## config.mk

```make
export PLATFORM = sky130hd
export DESIGN_NAME = ppf_divider
export DESIGN_NICKNAME = d
export VERILOG_FILES = /design/src/hw/rtl/ppf_pkg.sv /design/src/hw/rtl/ppf_divider.sv
export SDC_FILE = /design/constraint.sdc
export NUM_CORES = 1
export LEC_CHECK = 0
export BUFFER_PORTS_ARGS = -buffer_cell sky130_fd_sc_hd__buf_2
export CAP_MARGIN = 0
export CORE_MARGIN = 1.5
export CORE_UTILIZATION = 30
export CTS_CLUSTER_SIZE = 12
export DETAILED_ROUTE_END_ITERATION = 8
export HOLD_SLACK_MARGIN = 0.05
export PLACE_DENSITY = 0.47
export SLEW_MARGIN = 20
export SYNTH_ARGS = -nofsm -noshare
export SYNTH_HDL_FRONTEND = slang
export SYNTH_SLANG_ARGS = --single-unit
```

## constraint.sdc

```tcl
create_clock -name i_clk -period 3.4 [get_ports i_clk]
set_input_delay 0.17 -clock i_clk [delete_from_list [all_inputs] [get_ports i_clk]]
set_output_delay 0.17 -clock i_clk [all_outputs]
set_load 0.1 [all_outputs]
```

## src/hw/rtl/ppf_pkg.sv

```systemverilog
package ppf_pkg;

    localparam int unsigned MAX_LOOP_LEN = 1024;
    localparam int unsigned CNT_W        = $clog2(MAX_LOOP_LEN + 1);
    localparam int unsigned POS_W        = 24;
    localparam int unsigned CSUM_W       = 35;
    localparam int unsigned NSUM_W       = 61;
    localparam int unsigned NRM_W        = 32;
    localparam int unsigned SQ_W         = 120;
    localparam int unsigned LEN_W        = 60;
    localparam int unsigned MIN_LEN_W    = 32;
    localparam logic [MIN_LEN_W-1:0] MIN_LEN_RESET = 32'd4295;
    localparam logic [NRM_W-1:0] NRM_ONE = 32'h4000_0000;

    localparam logic [1:0] ST_OK       = 2'd0;
    localparam logic [1:0] ST_FEW      = 2'd1;
    localparam logic [1:0] ST_DEGEN    = 2'd2;
    localparam logic [1:0] ST_OVERFLOW = 2'd3;

endpackage

```

## src/hw/rtl/ppf_divider.sv

```systemverilog
module ppf_divider (
    input  logic                        i_clk,
    input  logic                        i_rst_n,
    input  logic                        i_start,
    input  logic [ppf_pkg::SQ_W-1:0]    i_num,
    input  logic [ppf_pkg::LEN_W-1:0]   i_den,
    input  logic [6:0]                  i_bits,
    output logic                        o_done,
    output logic [ppf_pkg::LEN_W+1:0]   o_quot
);

    logic                              r_busy, n_busy;
    logic [6:0]                        r_cnt, n_cnt;
    logic [ppf_pkg::SQ_W-1:0]          r_num, n_num;
    logic [ppf_pkg::LEN_W:0]           r_rem, n_rem;
    logic [ppf_pkg::LEN_W+1:0]         r_quot, n_quot;
    logic [ppf_pkg::LEN_W:0]           w_shift;
    logic                              r_done;

    always_comb begin
        n_busy = r_busy;
        n_cnt  = r_cnt;
        n_num  = r_num;
        n_rem  = r_rem;
        n_quot = r_quot;
        w_shift = {r_rem[ppf_pkg::LEN_W-1:0], r_num[ppf_pkg::SQ_W-1]};
        if (i_start) begin
            n_busy = 1'b1;
            n_cnt  = i_bits;
            n_num  = i_num << (7'd120 - i_bits);
            n_rem  = '0;
            n_quot = '0;
        end else if (r_busy) begin
            n_num  = r_num << 1;
            if (w_shift >= {1'b0, i_den}) begin
                n_rem  = w_shift - {1'b0, i_den};
                n_quot = {r_quot[ppf_pkg::LEN_W:0], 1'b1};
            end else begin
                n_rem  = w_shift;
                n_quot = {r_quot[ppf_pkg::LEN_W:0], 1'b0};
            end
            n_cnt = r_cnt - 7'd1;
            if (r_cnt == 7'd1) begin
                n_busy = 1'b0;
            end
        end
    end

    always_ff @(posedge i_clk) begin
        if (!i_rst_n) begin
            r_busy <= 1'b0;
            r_done <= 1'b0;
            r_cnt  <= '0;
        end else begin
            r_busy <= n_busy;
            r_done <= r_busy && !n_busy && !i_start;
            r_cnt  <= n_cnt;
        end
        r_num  <= n_num;
        r_rem  <= n_rem;
        r_quot <= n_quot;
    end

    assign o_done = r_done;
    assign o_quot = r_quot;

`ifndef NO_ASSERTIONS
    a_rem_below_den: assert property (@(posedge i_clk) disable iff (!i_rst_n)
        r_busy |-> r_rem < {1'b0, i_den}) else $error("remainder not reduced");
    a_done_after_busy: assert property (@(posedge i_clk) disable iff (!i_rst_n)
        r_done |-> !r_busy) else $error("done while busy");
    a_start_busy: assert property (@(posedge i_clk) disable iff (!i_rst_n)
        i_start |=> r_busy) else $error("start lost");
`endif

endmodule

```

==> impl_metrics.yaml, run 1 <==
yosys:
  top_ff_cell_synth: "dfxtp_1"
  ys.warnings.count: 0
  postSynthRegisterBits: 251
  mappedNetlistArea_um2: 21600
  synthesized_area_per_cell_um2: 8.42
  synth_cell_types: 84
  synthesis.instances: 2571
  postSynth.asyncResetShare_pct: 0
  number_of_synthesized_flops_with_an_enable_pin: 120
  postSynthNetCount: 2825
  synth.yosys.seq_area_share_pct: 28.8
route:
  via_total_after_detailed_routing: 20600
  drt_wl_total_um: 74700
  routed_via_density: 5.46
  dr.pass1.iters: 5
  detail_route.drc_violations: 0
  antenna_left: 0
  drt_first_iter_violations: 1716
  wl_per_cell_um: 19.8
finish:
  finish.utilization_pct: 36.2
  mostFrequentLayoutCells: "nand2_1 (367), nor2_1 (331), buf_2 (250), a21oi_1 (220), mux2i_1 (176)"
  summed_area_of_non_filler_cells_in_the_final_layout_um2: 25900
  final_net_count: 3053
  layout_commonest_cell: "nand2_1"
  area_growth_from_synthesis_to_layout_pct: 19.4
  post_route_cells_drive_above_1_share_pct: 22.2
  nFillCells: 7381
grt:
  grt_util_all_layers_pct: 19.4
  first_global_vias: 19900
  grt_pass1_wl_um: 115000
  antenna_found_initial: 2
  grt_overflow: 0
  grt_max_degree: 121
floorplan:
  die_area_um2: 73800
  chipWidth_um: 272
  initial_util_pct: 30.3
  placement_rows: 98
  coreArea_um2: 71500
  fp.dieH_um: 272
  io-pin-count: 253
power_and_ir_drop:
  max-vdd-ir-drop_mv: 0.494
  leakage_uw: 0.0108
  seq_power_share_pct: 31.8
  internal_power_uw: 7240
  net-switching-power_uw: 4180
  power.switching_fraction_pct: 36.6
  comb_power_share_pct: 38.2
  clock_power_share_pct: 30.0
  power_density_nw_per_um2: 442
setup_path:
  worst-r2r-setup-slack_ns: 0.05
  crit_path_start_kind: "register"
  timing.critical_path.fanout_max: 3
  worstSetupPathType: "register to register"
  arrival_ns: 3.88
  crit_required_ns: 3.93
  cp-end-kind: "register"
clock_tree:
  clock_latency_of_the_later_clocked_register_in_the_worst_skew_pair_ns: 0.59
  h_tree_lvl_count: 1
  cts_buffers: 31
  number_of_clock_sinks_seen_by_cts: 251
  clockBufferDepth: 3
  cts_tree: "built"
  worst_setup_hold_path_clk_slew_ns: 0.06
  cts_root_buf: "clkbuf_16"
sta:
  timing.fmax_mhz: 299
  maxSlewViolCount: 0
  timing.final.crit_period_ns: 3.35
  final-setup-viol-count: 0
  clock-skew-final_ns: 0.0132
  final.period_utilization_pct: 98.5
  maxSlewHeadroom_pct: 41.4
  fin_worst_hold_slack_ns: 0.126
  timing.final.hold_violations: 0
  setup_repair_after_global_routing_missed_its_margin: "true"
  worstMarginPinSlew_ns: 0.870
  setup-tns-final_ns: 0
run_status:
  status: "completed"
placed_design:
  placed_cell_area_um2: 24600
  gp_routability_congestion: 0.915
  portBuffers: 252
  hpwl_after_dpl_um: 58500
hold_path:
  hold_path.class: "input port to register"
job:
  cap_violations: 0
## power groups by stage
stage	combinational, uW	sequential (uW)	clock [uW]
finish	4360	3640	3420
global route	4720	3670	3640
CTS	4310	3640	3540
detailed placement	4280	3690	0
global placement	4260	3690	0
floorplan	2720	3660	0
## worst max-delay path, cell delays in order (launching register included)
cell and delay, ns:
edfxtp_1 0.34, inv_1 0.05, ha_2 0.18, fa_2 0.33
and2b_1 0.25, o2111a_2 0.29, o2111ai_4 0.14, a2111oi_4 0.37
o211ai_1 0.25, a2111oi_2 0.49, nor3_2 0.10, xor2_1 0.15
o211ai_1 0.19, o211a_1 0.16
## timing repair
action	CTS	global route
buffers inserted	0	3
pin swaps	0	7
setup endpoints to repair	1	16
hold buffers	9	0
gates resized for setup	2	12
endpoints found under the hold margin	18	0
## cells in the mapped netlist, types with 20 or more instances
master,count,area share (%)
ha_1,63,3.6
xnor2_1,39,1.6
nand4_1,21,0.61
mux2i_1,176,8.1
edfxtp_1,120,17
mux2_2,22,1.1
nor2_1,331,5.7
xor2_1,28,1.1
a21o_1,21,0.73
o2bb2ai_1,43,1.7
dfxtp_1,131,12
o211ai_1,69,2.4
mux4_2,95,9.9
a211oi_1,44,1.5
a31oi_1,24,0.69
clkbuf_1,123,2.1
nand2_1,367,6.4
inv_1,78,1.4
buf_1,31,0.54
nor3_1,23,0.53
a21oi_1,223,5.2
a211oi_2,20,1.2
nand3_1,35,0.81
buf_2,38,0.88
o21ai_0,147,3.4
## sequential cells by signal, summed over array words and instances, names as in the netlist
signal / count
r_busy: 1
o_done: 1
r_rem: 60
o_quot: 62
r_num: 120
r_cnt: 7
## stage by stage
stage,cells,worst slack [ns],power [uW]
3_3_place_gp,3704,0.0319,7950
3_5_place_dp,3704,-0.0715,7970
2_1_floorplan,2571,-0.0147,6380
5_1_grt,3773,-0.102,12000
6_report,3774,0.0507,11400
4_1_cts,3770,0.0395,11500
## routing by layer
layer  share of wire (%)  vias up  wire length, um  track usage (%)
li1                    -     9947                -                -
met2                  43      640            32200             29.5
met3                 5.6       82             4220             2.01
met4                 2.1        0             1580             4.66
met5                   0        -                0                0
met1                  49     9924            36600             29.1
## path summary, 6_finish.rpt
check | startpoint | end | cells after the start
setup reg to reg | r_num[119]$_DFFE_PP_ | r_rem[50]$_SDFFE_PP0P_ | 13
hold / removal | i_den[0] | r_rem[0]$_SDFFE_PP0P_ | 4
setup / recovery | r_num[119]$_DFFE_PP_ | r_rem[50]$_SDFFE_PP0P_ | 13
hold reg to reg | o_quot[0]$_SDFFE_PP0P_ | o_quot[0]$_SDFFE_PP0P_ | 2
## cell families (layout without fill, tap and decap cells)
| logic type | Yosys count | in the layout | share of synthesized area (%) |
|---|---|---|---|
| compound gates | 745 | 745 | 23.1 |
| simple gates | 858 | 858 | 16.6 |
| xor+xnor | 68 | 68 | 2.79 |
| other cells | 0 | 1 | 0 |
| buf+inv | 292 | 544 | 5.80 |
| fa+ha+maj | 64 | 64 | 3.73 |
| mux | 293 | 293 | 19.2 |
| flops | 251 | 251 | 28.8 |
## layout make-up
cell class | count | area, um^2 | area share (%)
clock inverter | 14 | 143 | 0.552
timing repair buffer | 408 | 2710 | 10.5
sequential | 251 | 6230 | 24.1
antenna | 1 | 2.50 | 0.00968
inverter | 79 | 302 | 1.17
multi-input combinational | 2028 | 14400 | 55.5
tap | 950 | 1190 | 4.60
clock buffer | 43 | 923 | 3.57
Power figures use the tool's default switching activity.
==> run 2, diff against run 1 <==
Settings changed: ABC_AREA from default to 1.
==> run 2 against run 1 <==
Worst setup slack improved by 0.61 ns; die area grew 9.1%; wire length up 34%; global-route usage rose by 4.7 points; count of clock-buffer cells in the layout decreased by 3; cell count increased by 36%; total power decreased by 5.8%; synthesized cell count is 53% higher; hold slack worse by 0.021 ns; utilization is 1.2 points lower; combinational power is 19% lower; critical path depth is 3 higher.
==> impl_metrics.yaml, run 2 <==
setup_path:
  arrival_ns: 3.17
  cp-end-kind: "register"
  crit_required_ns: 3.83
  timing.critical_path.fanout_max: 19
  worstSetupPathType: "register to register"
  crit_path_start_kind: "register"
yosys:
  combinational_family_with_the_most_area_after_synthesis: "simple AND/OR/NAND/NOR gates"
  share_of_the_synthesized_area_in_compound_gates_ao_oa_aoi_oai_pct: 7.55
  synth_cell_types: 52
  synth.yosys.seq_area_share_pct: 26.3
  yosys-mux-area-fraction_pct: 0.889
  synthMostInstantiatedCell: "nand2_1"
  synthXorXnorAreaFrac_pct: 1.52
  postSynthRegisterBits: 251
  ys_top_cells_by_count: "nand2_1 (1238), nand3_1 (996), inv_1 (448)"
  yosys.area.top_type: "nand3_1"
  number_of_synthesized_flops_with_an_enable_pin: 120
  synthSimpleGateAreaFrac_pct: 49.0
  synthesis.instances: 3937
  synth_top_area_share_pct: 21.1
  yosys-top-cells-area: "nand3_1 (21%), nand2_1 (20%), edfxtp_1 (15%), dfxtp_1 (11%), inv_1 (7.1%)"
  share_of_synthesized_cell_area_in_full_adder_half_adder_and_majority_cells_pct: 3.42
  postSynth.asyncResetShare_pct: 0
  mappedNetlistArea_um2: 23700
  synthesized_area_per_cell_um2: 6.01
  ys.warnings.count: 0
  postSynthNetCount: 4191
  top_ff_cell_synth: "dfxtp_1"
sta:
  timing.fmax_mhz: 365
  final.period_utilization_pct: 80.6
  setup_repair_after_global_routing_missed_its_margin: "false"
  fin_worst_hold_slack_ns: 0.105
  worstMarginPinSlew_ns: 0.795
  maxSlewHeadroom_pct: 47.0
  setup-tns-final_ns: 0
  clock-skew-final_ns: 0.0352
  maxSlewViolCount: 0
  timing.final.hold_violations: 0
  final-setup-viol-count: 0
  timing.final.crit_period_ns: 2.74
route:
  dr.pass1.iters: 7
  routed_via_density: 5.18
  drt_first_iter_violations: 2892
  drt_wl_total_um: 100000
  via_total_after_detailed_routing: 26600
  detail_route.drc_violations: 0
  antenna_left: 0
  wl_per_cell_um: 19.5
clock_tree:
  clock_latency_of_the_later_clocked_register_in_the_worst_skew_pair_ns: 0.57
  cts_buffers: 34
  h_tree_lvl_count: 2
  worst_setup_hold_path_clk_slew_ns: 0.06
  number_of_clock_sinks_seen_by_cts: 251
  cts_tree: "built"
  cts_root_buf: "clkbuf_16"
  clockBufferDepth: 3
power_and_ir_drop:
  clock_power_share_pct: 34.0
  leakage_uw: 0.0134
  internal_power_uw: 6610
  power.switching_fraction_pct: 38.5
  max-vdd-ir-drop_mv: 0.281
  net-switching-power_uw: 4150
  seq_power_share_pct: 33.0
  comb_power_share_pct: 32.9
  power_density_nw_per_um2: 396
floorplan:
  fp.dieH_um: 284
  io-pin-count: 253
  placement_rows: 102
  coreArea_um2: 77700
  chipWidth_um: 284
  initial_util_pct: 30.4
  die_area_um2: 80500
finish:
  nFillCells: 8806
  mostFrequentLayoutCells: "nand2_1 (1238), nand3_1 (996), inv_1 (446), buf_2 (252), dfxtp_1 (131)"
  layout_commonest_cell: "nand2_1"
  ff_latch_area_um2: 6230
  multi_input_area_um2: 14800
  stdcell_count: 5137
  final_net_count: 4323
  finish.utilization_pct: 35.0
  area_growth_from_synthesis_to_layout_pct: 14.9
  largest_register_ff_count: 120
  post_route_cells_drive_above_1_share_pct: 12.7
  largest_register: "r_num"
  summed_area_of_non_filler_cells_in_the_final_layout_um2: 27200
hold_path:
  hold_path.class: "input port to register"
placed_design:
  portBuffers: 252
  gp_routability_congestion: 0.941
  hpwl_after_dpl_um: 78100
  placed_cell_area_um2: 26000
  dp_cells: 5065
job:
  cap_violations: 0
grt:
  first_global_vias: 24900
  grt_overflow: 0
  grt_pass1_wl_um: 152000
  grt_util_all_layers_pct: 24.1
  grt_max_degree: 124
  antenna_found_initial: 2
run_status:
  status: "completed"
==> run 2: worst max-delay path: stages, from the launching register on <==
cell and delay [ns]:
dfxtp_1 0.32, ha_1 0.41, nand2_1 0.24, inv_1 0.06
nand2_1 0.06, nand2_1 0.11, inv_1 0.08, nand2_1 0.07
inv_1 0.05, nand2_1 0.07, a21oi_1 0.22, nand3_4 0.26
buf_4 0.31, inv_1 0.14, nand2_1 0.07, nand3_1 0.08
nand2_1 0.05
==> run 2: metrics by stage <==
step | worst slack (ns) | total power (uW)
final | 0.658 | 10800
after floorplan | 0.772 | 5820
after detailed placement | 0.390 | 7080
after CTS | 0.637 | 10800
after global placement | 0.424 | 7110
after global routing | 0.385 | 11300
==> run 2: cells by family (layout without fill, tap and decap cells) <==
group | Yosys count | count (layout)
simple gates | 2576 | 2576
xor+xnor | 38 | 38
other cells | 0 | 2
mux | 21 | 21
compound gates | 311 | 311
flops | 251 | 251
fa+ha+maj | 64 | 64
buf+inv | 676 | 834
==> run 2: final cells by class <==
cell class / count / area share (%)
diodes: 2 / 0.0184
clock buffers: 40 / 3.36
clock inverters: 22 / 0.824
inverters: 464 / 6.45
multi-input cells: 3010 / 54.6
flip-flops and latches: 251 / 22.9
well taps: 1040 / 4.79
repair buffers: 308 / 7.09
==> run 2: final timing paths <==
path                            endpoint  cells after the start  slack, ns                    from
setup / recovery  r_rem[45]$_SDFFE_PP0P_                     16       0.66  r_rem[42]$_SDFFE_PP0P_
hold / removal     r_rem[0]$_SDFFE_PP0P_                      5       0.10                i_den[0]
setup reg to reg  r_rem[45]$_SDFFE_PP0P_                     16       0.66  r_rem[42]$_SDFFE_PP0P_
hold reg to reg   r_rem[52]$_SDFFE_PP0P_                      2       0.47  r_rem[51]$_SDFFE_PP0P_
==> run 2: power groups by stage <==
stage,Combinational (uW),Sequential [uW],Clock (uW)
after global placement,3500,3610,0
after detailed placement,3460,3610,0
after floorplan,2230,3590,0
final,3550,3550,3660
after CTS,3480,3550,3760
after global routing,3860,3580,3870
==> run 2: layer usage <==
layer	vias up	part of all wire [%]	track usage [%]
li1	13300	-	-
met1	12200	46	34.4
met2	1008	44	38.1
met3	128	6.6	2.86
met4	2	2.8	6.78
met5	-	0.013	0
==> run 2: timing repair <==
item | 4_1_cts | 5_1_grt
gates resized for setup | 0 | 0
endpoints found under the hold margin | 9 | 0
hold buffers | 8 | 0
buffers inserted | 0 | 0
==> run 3, diff against run 2 <==
Settings changed: PLACE_DENSITY 0.47 to 0.45.
Clock period 3.4 ns to 2.9 ns, I/O delays scaled along.
==> run 3 against run 2 <==
Clock power is 27% higher; final area is 2.3% higher; combinational power is 23% higher; worst setup slack worse by 0.45 ns; via count is 0.62% higher; critical endpoint unchanged; sequential share of layout area is 0.52 points lower; count of clock-buffer cells in the layout is 2 higher.
==> impl_metrics.yaml, run 3 (same netlist as run 2, synthesis figures left out) <==
run_status:
  status: "completed"
finish:
  mostFrequentLayoutCells: "nand2_1 (1238), nand3_1 (996), inv_1 (446), buf_2 (252), dfxtp_1 (131)"
  stdcell_count: 5190
  post_route_cells_drive_above_1_share_pct: 13.8
  area_growth_from_synthesis_to_layout_pct: 17.6
  layout_commonest_cell: "nand2_1"
  largest_register: "r_num"
  final_net_count: 4380
  nFillCells: 8743
  largest_register_ff_count: 120
sta:
  timing.final.crit_period_ns: 2.69
  maxSlewHeadroom_pct: 45.8
  timing.final.hold_violations: 0
  final.period_utilization_pct: 92.7
  clock-skew-final_ns: 0.0224
  final-setup-viol-count: 0
  timing.fmax_mhz: 372
  maxSlewViolCount: 0
  setup_repair_after_global_routing_missed_its_margin: "false"
  setup-tns-final_ns: 0
  worstMarginPinSlew_ns: 0.813
route:
  routed_via_density: 5.16
  detail_route.drc_violations: 0
  met2RoutedLength_um: 46200
  drt_first_iter_violations: 2555
  drt_wl_total_um: 103000
  wl_per_cell_um: 19.8
  antenna_left: 0
  dr.pass1.iters: 7
  highest_layer: "met4"
  wl_met1_um: 47300
  via_total_after_detailed_routing: 26800
  met3_wirelength_um: 6100
power_and_ir_drop:
  power_density_nw_per_um2: 473
  net-switching-power_uw: 4860
  seq_power_share_pct: 31.7
  power.switching_fraction_pct: 37.0
  comb_power_share_pct: 33.2
  clock_power_share_pct: 35.2
  leakage_uw: 0.0138
  internal_power_uw: 8300
  max-vdd-ir-drop_mv: 0.351
grt:
  grt_max_degree: 120
  grt_overflow: 0
  grt_util_all_layers_pct: 24.8
  first_global_vias: 25400
  grt_pass1_wl_um: 156000
  antenna_found_initial: 1
setup_path:
  crit_required_ns: 3.33
  worstRegToRegCells: 16
  worstSetupPathType: "register to register"
  arrival_ns: 3.12
  cp-end-kind: "register"
  timing.critical_path.fanout_max: 9
  crit_path_start_kind: "register"
placed_design:
  portBuffers: 252
  hpwl_after_dpl_um: 82200
  gp_routability_congestion: 0.948
  dp_cells: 5123
floorplan:
  initial_util_pct: 30.4
  fp.dieH_um: 284
  chipWidth_um: 284
  die_area_um2: 80500
  io-pin-count: 253
  placement_rows: 102
  coreArea_um2: 77700
clock_tree:
  clockBufferDepth: 3
  cts_root_buf: "clkbuf_16"
  h_tree_lvl_count: 2
  post_cts.repair.setup_buffers: 0
  clock_latency_of_the_later_clocked_register_in_the_worst_skew_pair_ns: 0.55
  cts_buffers: 34
  worst_setup_hold_path_clk_slew_ns: 0.06
  cts_tree: "built"
  number_of_clock_sinks_seen_by_cts: 251
hold_path:
  hold_path_depth: 5
  hold_path.class: "input port to register"
job:
  cap_violations: 0
## run 3: cell types whose count changed in the layout (fill, tap and decap cells not counted), sizes merged, moves of 2 or more
| cell | delta |
|---|---|
| clkbuf | +2 |
| clkinv | -4 |
| bufinv | +5 |
| buf | +58 |
| inv | -2 |
| clkinvlp | -4 |
## run 3: worst max-delay path, stage by stage (launching register included)
cell and delay, ns:
dfxtp_1 0.33, ha_1 0.44, nand2_1 0.26, inv_1 0.07, nand2_1 0.06, nand2_1 0.09, inv_1 0.06, nand2_1 0.08
inv_1 0.06, nand2_1 0.06, a21oi_1 0.22, nand3_4 0.23, buf_4 0.24, inv_1 0.13, nand2_1 0.10, nand3_1 0.09
nand2_1 0.05
## run 3: timing repair
action                                  CTS  global route
endpoints found under the setup margin    0             4
endpoints found under the hold margin     9             0
hold buffers                              7             0
gates resized for setup                   0             1
## run 3: through the flow
step | utilization, % | power (uW) | hold slack (ns) | setup WS (ns) | instance area, um^2
3_3_place_gp | 34.1 | 8550 | 0.446 | 0.0858 | 26500
5_1_grt | 35.8 | 13800 | 0.135 | 0.0333 | 27800
6_report | 35.8 | 13200 | 0.120 | 0.210 | 27800
4_1_cts | 35.8 | 13200 | 0.0732 | 0.173 | 27800
2_1_floorplan | - | 6820 | 0.272 | 0.297 | 23700
3_5_place_dp | 34.1 | 8510 | 0.447 | 0.0855 | 26500
## run 3: routing by layer
layer,track usage (%),vias to the layer above
li1,-,13400
met1,34.5,12400
met2,39.8,913
met3,2.91,140
met4,8.01,0
met5,0,-
## run 3: cell type report
type                    instances  area [um^2]  area share [%]
diodes                          1         2.50         0.00900
clock buffers                  42          922            3.32
clock inverters                17          290            1.04
inverters                     464         1750            6.31
multi-input cells            3010        14800            53.3
flip-flops and latches        251         6230            22.4
well taps                    1040         1300            4.68
repair buffers                365         2480            8.91
## run 3: power by group through the flow
stage	clock network, uW	registers, uW	logic (uW)
6_report	4630	4170	4360
5_1_grt	4870	4190	4720
4_1_cts	4740	4170	4290
3_5_place_dp	0	4240	4270
3_3_place_gp	0	4240	4320
2_1_floorplan	0	4210	2610
## run 3: worst paths after layout
check,slack [ns],from,endpoint
worst max-delay path,0.21,r_rem[42]$_SDFFE_PP0P_,r_rem[45]$_SDFFE_PP0P_
worst min-delay path,0.12,i_den[1],r_rem[1]$_SDFFE_PP0P_
worst max register to register,0.21,r_rem[42]$_SDFFE_PP0P_,r_rem[45]$_SDFFE_PP0P_
worst min register to register,0.46,o_quot[61]$_SDFFE_PP0P_,o_quot[61]$_SDFFE_PP0P_
